File: src/hw/rtl/csp_pkg.sv
`timescale 1ns / 1ps
// Shared types, widths and arithmetic helpers for the circle sub-cell permittivity block.
// No dependencies; every other file in hw/rtl imports this package.
package csp_pkg;

    // Sub-sampling grid and coordinate format
    localparam int SUB        = 32;               // sub-samples per axis (power of two)
    localparam int SUB_W      = $clog2(SUB);
    localparam int FRAC       = 6;                // coordinate fraction bits
    localparam int ONE        = 1 << FRAC;
    localparam int SCALE_LOG2 = SUB_W + 1;        // sub-sample units: 1/(2*SUB) of a step
    localparam int TOTAL      = SUB * SUB;
    localparam int TOT_LOG2   = 2 * SUB_W;

    // Field widths
    localparam int POS_W  = 19;
    localparam int RAD_W  = 18;
    localparam int EPS_W  = 25;
    localparam int DOM_W  = 13;
    localparam int BRD_W  = 8;
    localparam int COMP_W = 2;
    localparam int COV_W  = 11;
    localparam int PERM_W = 25;
    localparam int CFG_W  = 25;
    localparam int IDX_W  = 3;

    // Derived datapath widths
    localparam int DX_W   = POS_W + 1;                // centred offset, signed
    localparam int SQD_W  = 2 * (DX_W - 1);           // square of a centred offset
    localparam int D2_W   = SQD_W + 1;                // sum of two squares
    localparam int ROUT_W = RAD_W + 1;
    localparam int SCL_W  = DX_W + SCALE_LOG2 + 1;    // scaled offset plus sub-sample shift
    localparam int MAG_W  = SCL_W - 1;
    localparam int SQ_W   = 2 * MAG_W;
    localparam int R2_W   = 2 * RAD_W + 2 * SCALE_LOG2;
    localparam int PC_W   = SUB_W + 1;
    localparam int NUM_W  = PERM_W + COV_W + 1;
    localparam int VAC_LOG2 = 16;

    // Component codes
    localparam logic [COMP_W-1:0] COMP_X = 2'd0;
    localparam logic [COMP_W-1:0] COMP_Y = 2'd1;

    // Configuration register indexes
    localparam logic [IDX_W-1:0] CFG_RADIUS     = 3'd0;
    localparam logic [IDX_W-1:0] CFG_EPS_INSIDE = 3'd1;
    localparam logic [IDX_W-1:0] CFG_DOM_WIDTH  = 3'd2;
    localparam logic [IDX_W-1:0] CFG_DOM_HEIGHT = 3'd3;
    localparam logic [IDX_W-1:0] CFG_BORDER     = 3'd4;

    // Configuration reset values
    localparam logic [RAD_W-1:0] RST_RADIUS     = 18'd6400;
    localparam logic [EPS_W-1:0] RST_EPS_INSIDE = 25'd167772;
    localparam logic [DOM_W-1:0] RST_DOM_WIDTH  = 13'd1024;
    localparam logic [DOM_W-1:0] RST_DOM_HEIGHT = 13'd1024;
    localparam logic [BRD_W-1:0] RST_BORDER     = 8'd16;

    // Where a point sits relative to the cylinder
    typedef enum logic [1:0] {
        ZONE_OUT,
        ZONE_IN,
        ZONE_EDGE
    } t_zone;

    // Radius-derived thresholds, refreshed from the radius register
    typedef struct packed {
        logic [2*ROUT_W-1:0] rout2;
        logic [2*RAD_W-1:0]  rin2;
        logic                has_in;
        logic [R2_W-1:0]     r2;
    } t_geom;

    // Request traveling down the cell chain
    typedef struct packed {
        logic signed [DX_W-1:0]  dx;
        logic [COMP_W-1:0]       comp;
        t_zone                   zone;
        logic [SQ_W-1:0]         sx;
        logic [COV_W-1:0]        cnt;
        logic [SUB-1:0][SQ_W-1:0] sy;
    } t_chain;

    // Sub-sample offset of row k in scaled units: (2k+1-SUB) * ONE
    function automatic logic signed [SCL_W-1:0] sub_off(input int k);
        return SCL_W'((2 * k + 1 - SUB) * ONE);
    endfunction

    // Centred offset expressed in scaled units
    function automatic logic signed [SCL_W-1:0] scale_dx(input logic signed [DX_W-1:0] d);
        logic signed [SCL_W-1:0] e;
        e = SCL_W'(d);
        return e <<< SCALE_LOG2;
    endfunction

    // Square of the magnitude of a signed value
    function automatic logic [SQ_W-1:0] sq_mag(input logic signed [SCL_W-1:0] v);
        logic [SCL_W-1:0] m;
        logic [SQ_W-1:0]  p;
        m = v[SCL_W-1] ? SCL_W'(-v) : v;
        p = m[MAG_W-1:0] * m[MAG_W-1:0];
        return p;
    endfunction

endpackage

File: src/hw/rtl/csp_blend.sv
`timescale 1ns / 1ps
// Output stage: picks the coverage by zone and blends the permittivity with vacuum.
// Uses csp_pkg; takes the last cell of the chain.
module csp_blend (
    input  logic                       i_clk,
    input  logic                       i_rst_n,
    input  logic                       i_valid,
    output logic                       o_ready,
    input  csp_pkg::t_zone             i_zone,
    input  logic [csp_pkg::COV_W-1:0]  i_count,
    input  logic [csp_pkg::EPS_W-1:0]  i_eps,
    output logic                       o_valid,
    input  logic                       i_ready,
    output logic [csp_pkg::COV_W-1:0]  o_coverage,
    output logic [csp_pkg::PERM_W-1:0] o_permittivity
);
    import csp_pkg::*;

    logic               r_valid;
    logic [COV_W-1:0]   r_cov;
    logic [PERM_W-1:0]  r_perm;
    logic               en;
    logic [COV_W-1:0]   cov;
    logic [NUM_W-1:0]   num;

    assign en             = !r_valid || i_ready;
    assign o_ready        = en;
    assign o_valid        = r_valid;
    assign o_coverage     = r_cov;
    assign o_permittivity = r_perm;

    // Select coverage by zone
    always_comb begin
        case (i_zone)
            ZONE_OUT:  cov = '0;
            ZONE_IN:   cov = COV_W'(TOTAL);
            ZONE_EDGE: cov = i_count;
            default:   cov = '0;
        endcase
    end

    // Weighted blend; the divide by the sample total is a shift
    assign num = NUM_W'(i_eps) * NUM_W'(cov)
               + (NUM_W'(COV_W'(TOTAL) - cov) << VAC_LOG2);

    always_ff @(posedge i_clk) begin
        if (!i_rst_n) begin
            r_valid <= 1'b0;
        end else if (en) begin
            r_valid <= i_valid;
        end
    end

    always_ff @(posedge i_clk) begin
        if (en) begin
            r_cov  <= cov;
            r_perm <= num[TOT_LOG2 +: PERM_W];
        end
    end

endmodule

File: config.mk
export PLATFORM = sky130hd
export DESIGN_NAME = csp_blend
export DESIGN_NICKNAME = d
export VERILOG_FILES = /design/src/hw/rtl/csp_pkg.sv /design/src/hw/rtl/csp_blend.sv
export SDC_FILE = /design/constraint.sdc
export NUM_CORES = 1
export LEC_CHECK = 0
export BUFFER_PORTS_ARGS = -buffer_cell sky130_fd_sc_hd__buf_4
export CAP_MARGIN = 10
export CORE_UTILIZATION = 50
export CTS_BUF_LIST = sky130_fd_sc_hd__clkbuf_8 sky130_fd_sc_hd__clkbuf_16
export DETAILED_ROUTE_END_ITERATION = 10
export HOLD_SLACK_MARGIN = 0.08
export PLACE_DENSITY_LB_ADDON = 0.25
export SETUP_SLACK_MARGIN = 0.1
export SYNTH_ARGS = -nofsm -noshare
export SYNTH_HDL_FRONTEND = slang
export SYNTH_SLANG_ARGS = --single-unit
File: constraint.sdc
create_clock -name i_clk -period 6.75 [get_ports i_clk]
set_input_delay 0.675 -clock i_clk [delete_from_list [all_inputs] [get_ports i_clk]]
set_output_delay 0.675 -clock i_clk [all_outputs]
set_load 0.005 [all_outputs]
==> results_dict.tcl, run 1 <==
set metrics [dict create \
    comb_power_share_pct 66.8 \
    cts-resized-gates 0 \
    drt_iter0_drc 550 \
    drtAntennaViolNets 0 \
    area_growth_pct 10.6 \
    place_ws_ps -23.5 \
    netlist_area_mm2 0.0104 \
    power_frac_seq_pct 20.3 \
    grt_use_met3_pct 3.32 \
    end_kind "flop" \
    die-height_um 146 \
    clk_path_buf_depth 2 \
    power.switching_uw 867 \
    switching_share_pct 43.9 \
    portBuffers 79 \
    io_pins 80 \
    nNetsFinal 1529 \
    worstMarginPinSlew_ps 1060 \
    crit_path_start_kind "input pin" \
    top_usage_layer "met2" \
    power.leakage_nw 6.10 \
    drive_gt1_share_pct 11.0 \
    dp_hpwl_um 20400 \
    hold_viol 0 \
    hold_path_class "input pin to flop" \
    peakVddDrop_mv 0.142 \
    ys_seq_area_share_pct 10.6 \
    ys_seq_elements 37 \
    synth-warning-count 0 \
    slew_headroom_pct 29.6 \
    critPathKind "input pin to flop" \
    avgSynthCellArea_um2 9.13 \
    numCtsBuffers 5 \
    core.rowCount 52 \
    cts_hold_buffers 0 \
    worstPathCellList "buf_4 -> inv_1 -> ha_2 -> and2_1 -> nand2_1 -> fa_1 -> inv_1 -> fa_1 -> fa_1 -> fa_1 -> inv_1 -> fa_1 -> inv_1 -> ha_1 -> a21o_1 -> a211o_1 -> a211oi_2 -> a21oi_2 -> buf_4 -> o21ai_4 -> o21ai_2 -> or4b_1 -> nand3_1" \
    max_stage_delay_ps 560 \
    status "completed" \
    min_from "i_valid" \
    grt_use_met1_pct 35.3 \
    finalSetupViolations 0 \
    worst_slack_ps 384 \
    intPower_mw 1.11 \
    post-cts-setup-buffers 0 \
    rsz0062_at_grt "true" \
    critPathMostFrequentCell "fa_1" \
    path_max_fanout 11 \
    wl_per_cell_um 17.4 \
    clk_latency_ps 300 \
    grt_pass1_wl_um 42700 \
    timing.fmax_mhz 157 \
    synthDistinctLibCells 48 \
    slew_violations 0 \
    num_vias 7747 \
    fin_crit_sh_pct 94.3 \
    power_density_mw_per_mm2 172 \
    final_cells 1457 \
    synth_edf_count 36 \
    rr_endpoint "o_permittivity[0]" \
    drt_wl_total_um 25300 \
    cts_htree_levels 2 \
    period_minus_slack_ps 6370 \
    hold_end "o_valid" \
    grt.total_usage_pct 25.9 \
    grt_max_degree 45 \
    dp_cells 1449 \
    finClkSkew_ps 5.66 \
    via_per_inst 5.32 \
    hold_depth 3 \
    slowest_stage "fa_1" \
    r2r_setup_slack_ps 5300 \
    critPathRequiredTime_ps 6920 \
    synthFlopType "edfxtp_1" \
    clk_pin_slew_worst_paths_ps 70 \
    antenna_found_initial 0 \
    gp_congestion 0.924 \
    cp.arrival_ps 6540 \
    syn-num-nets 1478 \
    firstDrtPassIters 5 \
    cts_root_buf "clkbuf_16" \
    dieArea_mm2 0.0213 \
    cts.sinks 37 \
    timing.rr.start "o_valid" \
    syn_inst 1135 \
    initial_core_util_pct 51.1 \
    max-cap-violations 0 \
    met2_usage_pct 43.6 \
    r2r_cells 1 \
    fillers 1868 \
    diodes 0 \
    synth-async-reset-ratio_pct 0 \
    pwr-share-clk_pct 12.9 \
    fp.dieW_um 146 \
    core-area_mm2 0.0203 \
    power.total_mw 1.98 \
    first_global_vias 8352 \
    grt.overflow.total 0 \
    tritoncts "yes" \
    drc 0 \
    hold_ws_ps 636 \
]
==> placed cells by master (no fill, tap or decap), types with 2 or more instances in the layout <==
master     synthesis  final
xor2_1            10     10
fa_1             222    222
xnor2_1           23     23
o211ai_1           6      6
edfxtp_1          36     36
buf_12             0      3
nand3_1            6      6
o21a_1             5      5
nand3b_1           2      2
and3_1           121    121
buf_4              0    106
inv_1            279    279
nand2_1          145    145
a21o_1            12     12
and2_1            26     25
o21ai_2            2      2
a31oi_1            3      3
ha_1              79     78
nor2b_1            4      4
a211o_1            2      2
o21ai_0           12     11
nor3_1             7      7
a21oi_1           20     20
clkbuf_16          0      5
and4_1             2      2
nor2_1            22     22
==> layer usage <==
metal	share of wire [%]	wire (um)	vias to the layer above
li1	-	-	3537
met1	43	11000	3917
met2	49	12400	253
met3	5.8	1470	40
met4	2.2	568	0
met5	0	0	-
==> final cells by class <==
type | count | area [um2] | area share, %
Sequential cell | 37 | 1100 | 9.60
Timing Repair Buffer | 109 | 856 | 7.46
Tap cell | 270 | 338 | 2.95
Clock buffer | 5 | 125 | 1.09
Multi-Input combinational cell | 754 | 7990 | 69.6
Inverter | 279 | 1050 | 9.13
Clock inverter | 3 | 17.5 | 0.153
==> logic make-up after synthesis <==
logic type / after synthesis / synth area share, %
flops: 37 / 10.6
simple gates: 348 / 17.1
buf+inv: 344 / 12.5
xor+xnor: 33 / 2.79
fa+ha+maj: 301 / 52.4
compound gates: 72 / 4.67
==> stage by stage <==
stage,area (um2),TNS [ps],utilization (%)
5_1_grt,11500,0,56.5
3_5_place_dp,11300,-23.5,55.8
6_report,11500,0,56.5
3_3_place_gp,11300,0,55.8
2_1_floorplan,10400,0,-
4_1_cts,11500,0,56.5
==> power by group through the flow <==
stage	sequential [mW]	combinational, mW	clock (mW)
2_1_floorplan	0.413	0.899	0
6_report	0.400	1.32	0.256
4_1_cts	0.403	1.32	0.265
3_5_place_dp	0.405	1.32	0
3_3_place_gp	0.406	1.29	0
5_1_grt	0.409	1.51	0.273
==> worst max-delay path: cells and delay by family <==
family	cells	cell delay (ps)
adders and majority gates	7	3090
and+or+nand+nor	4	1060
buffers and inverters	6	490
AOI/OAI and AO/OA	6	1200
==> how the worst max path moves through the flow <==
stage / startpoint / to / slack (ps) / cells after the start
3_5_place_dp: i_zone[0] / o_permittivity[20] / -20 / 23
5_1_grt: i_zone[0] / o_permittivity[21] / 70 / 25
6_report: i_zone[0] / o_permittivity[21] / 380 / 23
3_3_place_gp: i_zone[0] / o_permittivity[20] / 170 / 24
4_1_cts: i_zone[0] / o_permittivity[20] / 300 / 23
2_1_floorplan: i_zone[0] / o_permittivity[21] / 180 / 24
==> synth_stat cells (2+ instances only) <==
library cell / number / area (um2)
and3_1: 121 / 757
nand3b_1: 2 / 15.0
fa_1: 222 / 4440
o21ai_0: 12 / 60.1
and4_1: 2 / 17.5
nand3_1: 6 / 30.0
nor3_1: 7 / 35.0
a31oi_1: 3 / 18.8
nor2_1: 22 / 82.6
o21a_1: 5 / 37.5
xnor2_1: 23 / 201
and2_1: 26 / 163
nor2b_1: 4 / 25.0
a21oi_1: 20 / 100
ha_1: 79 / 988
clkbuf_1: 62 / 233
buf_1: 3 / 11.3
xor2_1: 10 / 87.6
o211ai_1: 6 / 45.0
nand2b_1: 2 / 12.5
o21ai_2: 2 / 17.5
a21o_1: 12 / 90.1
a211o_1: 2 / 17.5
nand2_1: 145 / 544
inv_1: 279 / 1050
edfxtp_1: 36 / 1080
==> registers in the layout (all words and copies together), names as in the netlist <==
name and flops:
o_permittivity 25, o_coverage 11, o_valid 1
(Power assumes the default switching activity.)
==> run 2: changes to the inputs <==
Settings changed: CORE_MARGIN set to 5.
==> run 2 against run 1 <==
Compared with the run above: register-to-register slack gained 240 ps; non-clock buffer count grew 5; die area grew 11%; largest power group unchanged; clock skew grew 3.1 ps; first-iteration DRC count shrank 29%; combinational power is essentially flat; global-route usage shrank 3.3 points.
==> results_dict.tcl, run 2 (synthesis results as in run 1) <==
set metrics [dict create \
    status "completed" \
    slew_headroom_pct 62.7 \
    place_ws_ps 84.7 \
    tritoncts "yes" \
    clk_path_buf_depth 2 \
    worstMarginPinSlew_ps 560 \
    finClkSkew_ps 8.77 \
    comb_power_share_pct 66.9 \
    cts-resized-gates 0 \
    grt_max_degree 48 \
    post-cts-setup-buffers 0 \
    cts_htree_levels 2 \
    worst_slack_ps 405 \
    io_pins 80 \
    initial_core_util_pct 51.1 \
    clk_pin_slew_worst_paths_ps 60 \
    intPower_mw 1.11 \
    hold_ws_ps 624 \
    finalSetupViolations 0 \
    cts_root_buf "clkbuf_16" \
    met2_usage_pct 36.4 \
    peakVddDrop_mv 0.141 \
    top_usage_layer "met2" \
    drt_wl_total_um 25300 \
    final_cell_mix "279 x inv_1, 222 x fa_1, 145 x nand2_1, 121 x and3_1, 111 x buf_4" \
    cts.sinks 37 \
    grt.total_usage_pct 22.7 \
    hold_path_class "input pin to flop" \
    rsz0062_at_grt "false" \
    pwr-share-clk_pct 12.9 \
    numCtsBuffers 5 \
    diodes 0 \
    num_vias 7809 \
    r2r_cells 2 \
    wl_per_cell_um 17.3 \
    power.switching_uw 872 \
    core-area_mm2 0.0203 \
    die-height_um 154 \
    power.leakage_nw 6.12 \
    hold_viol 0 \
    power_density_mw_per_mm2 172 \
    drtAntennaViolNets 0 \
    core.rowCount 52 \
    first_global_vias 8353 \
    antenna_found_initial 0 \
    largest_reg_flops 25 \
    gp_congestion 0.909 \
    grt_pass1_wl_um 42900 \
    area_growth_pct 11.1 \
    period_minus_slack_ps 6350 \
    critPathRequiredTime_ps 6920 \
    drt_iter0_drc 390 \
    final_area_mm2 0.0115 \
    max-cap-violations 0 \
    nNetsFinal 1534 \
    firstDrtPassIters 5 \
    dp_hpwl_um 20600 \
    power_frac_seq_pct 20.2 \
    grt_use_met3_pct 4.53 \
    cts_hold_buffers 0 \
    clk_latency_ps 310 \
    slew_violations 0 \
    final_common_cell "inv_1" \
    hold_depth 3 \
    power.total_mw 1.98 \
    fin_crit_sh_pct 94.0 \
    final_cells 1462 \
    switching_share_pct 44.1 \
    grt_use_met1_pct 31.0 \
    dieArea_mm2 0.0237 \
    crit_path_start_kind "input pin" \
    fp.dieW_um 154 \
    end_kind "flop" \
    timing.fmax_mhz 158 \
    postPlaceCellArea_mm2 0.0114 \
    fin_util_pct 56.7 \
    via_per_inst 5.34 \
    critPathKind "input pin to flop" \
    tns_ps 0 \
    drive_gt1_share_pct 11.2 \
    drc 0 \
    dp_cells 1454 \
    cp.arrival_ps 6510 \
    portBuffers 79 \
    grt.overflow.total 0 \
    path_max_fanout 20 \
]
run 2: critical path: stages:
cell and delay, ps:
buf_4 110, inv_1 50, ha_2 330, a21oi_1 130, nor2_1 140, buf_4 250
nand2_1 90, fa_1 460, fa_1 490, inv_1 60, fa_1 470, fa_1 500
inv_1 50, fa_1 470, inv_1 40, ha_1 310, a21o_1 220, a211o_1 260
a211oi_2 300, a21oi_4 150, o21ai_4 250, o21ai_2 120, or4b_1 470, nand3_1 90
run 2: final cells by class:
cell class	count	area [um2]
inverter	279	1050
clock inverter	3	17.5
tap	270	338
sequential	37	1100
timing repair buffer	114	893
multi-input combinational	754	7990
fill	1865	8790
clock buffer	5	125
run 2: worst paths after layout:
path | end | slack, ps | from
worst max-delay path | o_permittivity[21] | 400 | i_zone[0]
worst min-delay path | o_valid | 620 | i_valid
worst max register to register | o_permittivity[23] | 5540 | o_valid
worst min register to register | o_coverage[4] | 930 | o_valid
run 2: power groups by stage:
stage / Clock (mW) / Sequential, mW / Combinational, mW
6_report: 0.256 / 0.399 / 1.33
5_1_grt: 0.273 / 0.409 / 1.52
4_1_cts: 0.266 / 0.401 / 1.33
3_5_place_dp: 0 / 0.405 / 1.32
3_3_place_gp: 0 / 0.404 / 1.31
2_1_floorplan: 0 / 0.413 / 0.899
run 2: per-layer routing:
| metal | routed length, um | vias up |
|---|---|---|
| li1 | - | 3546 |
| met3 | 1770 | 42 |
| met5 | 0 | - |
| met1 | 10700 | 3956 |
| met2 | 11900 | 265 |
| met4 | 805 | 0 |
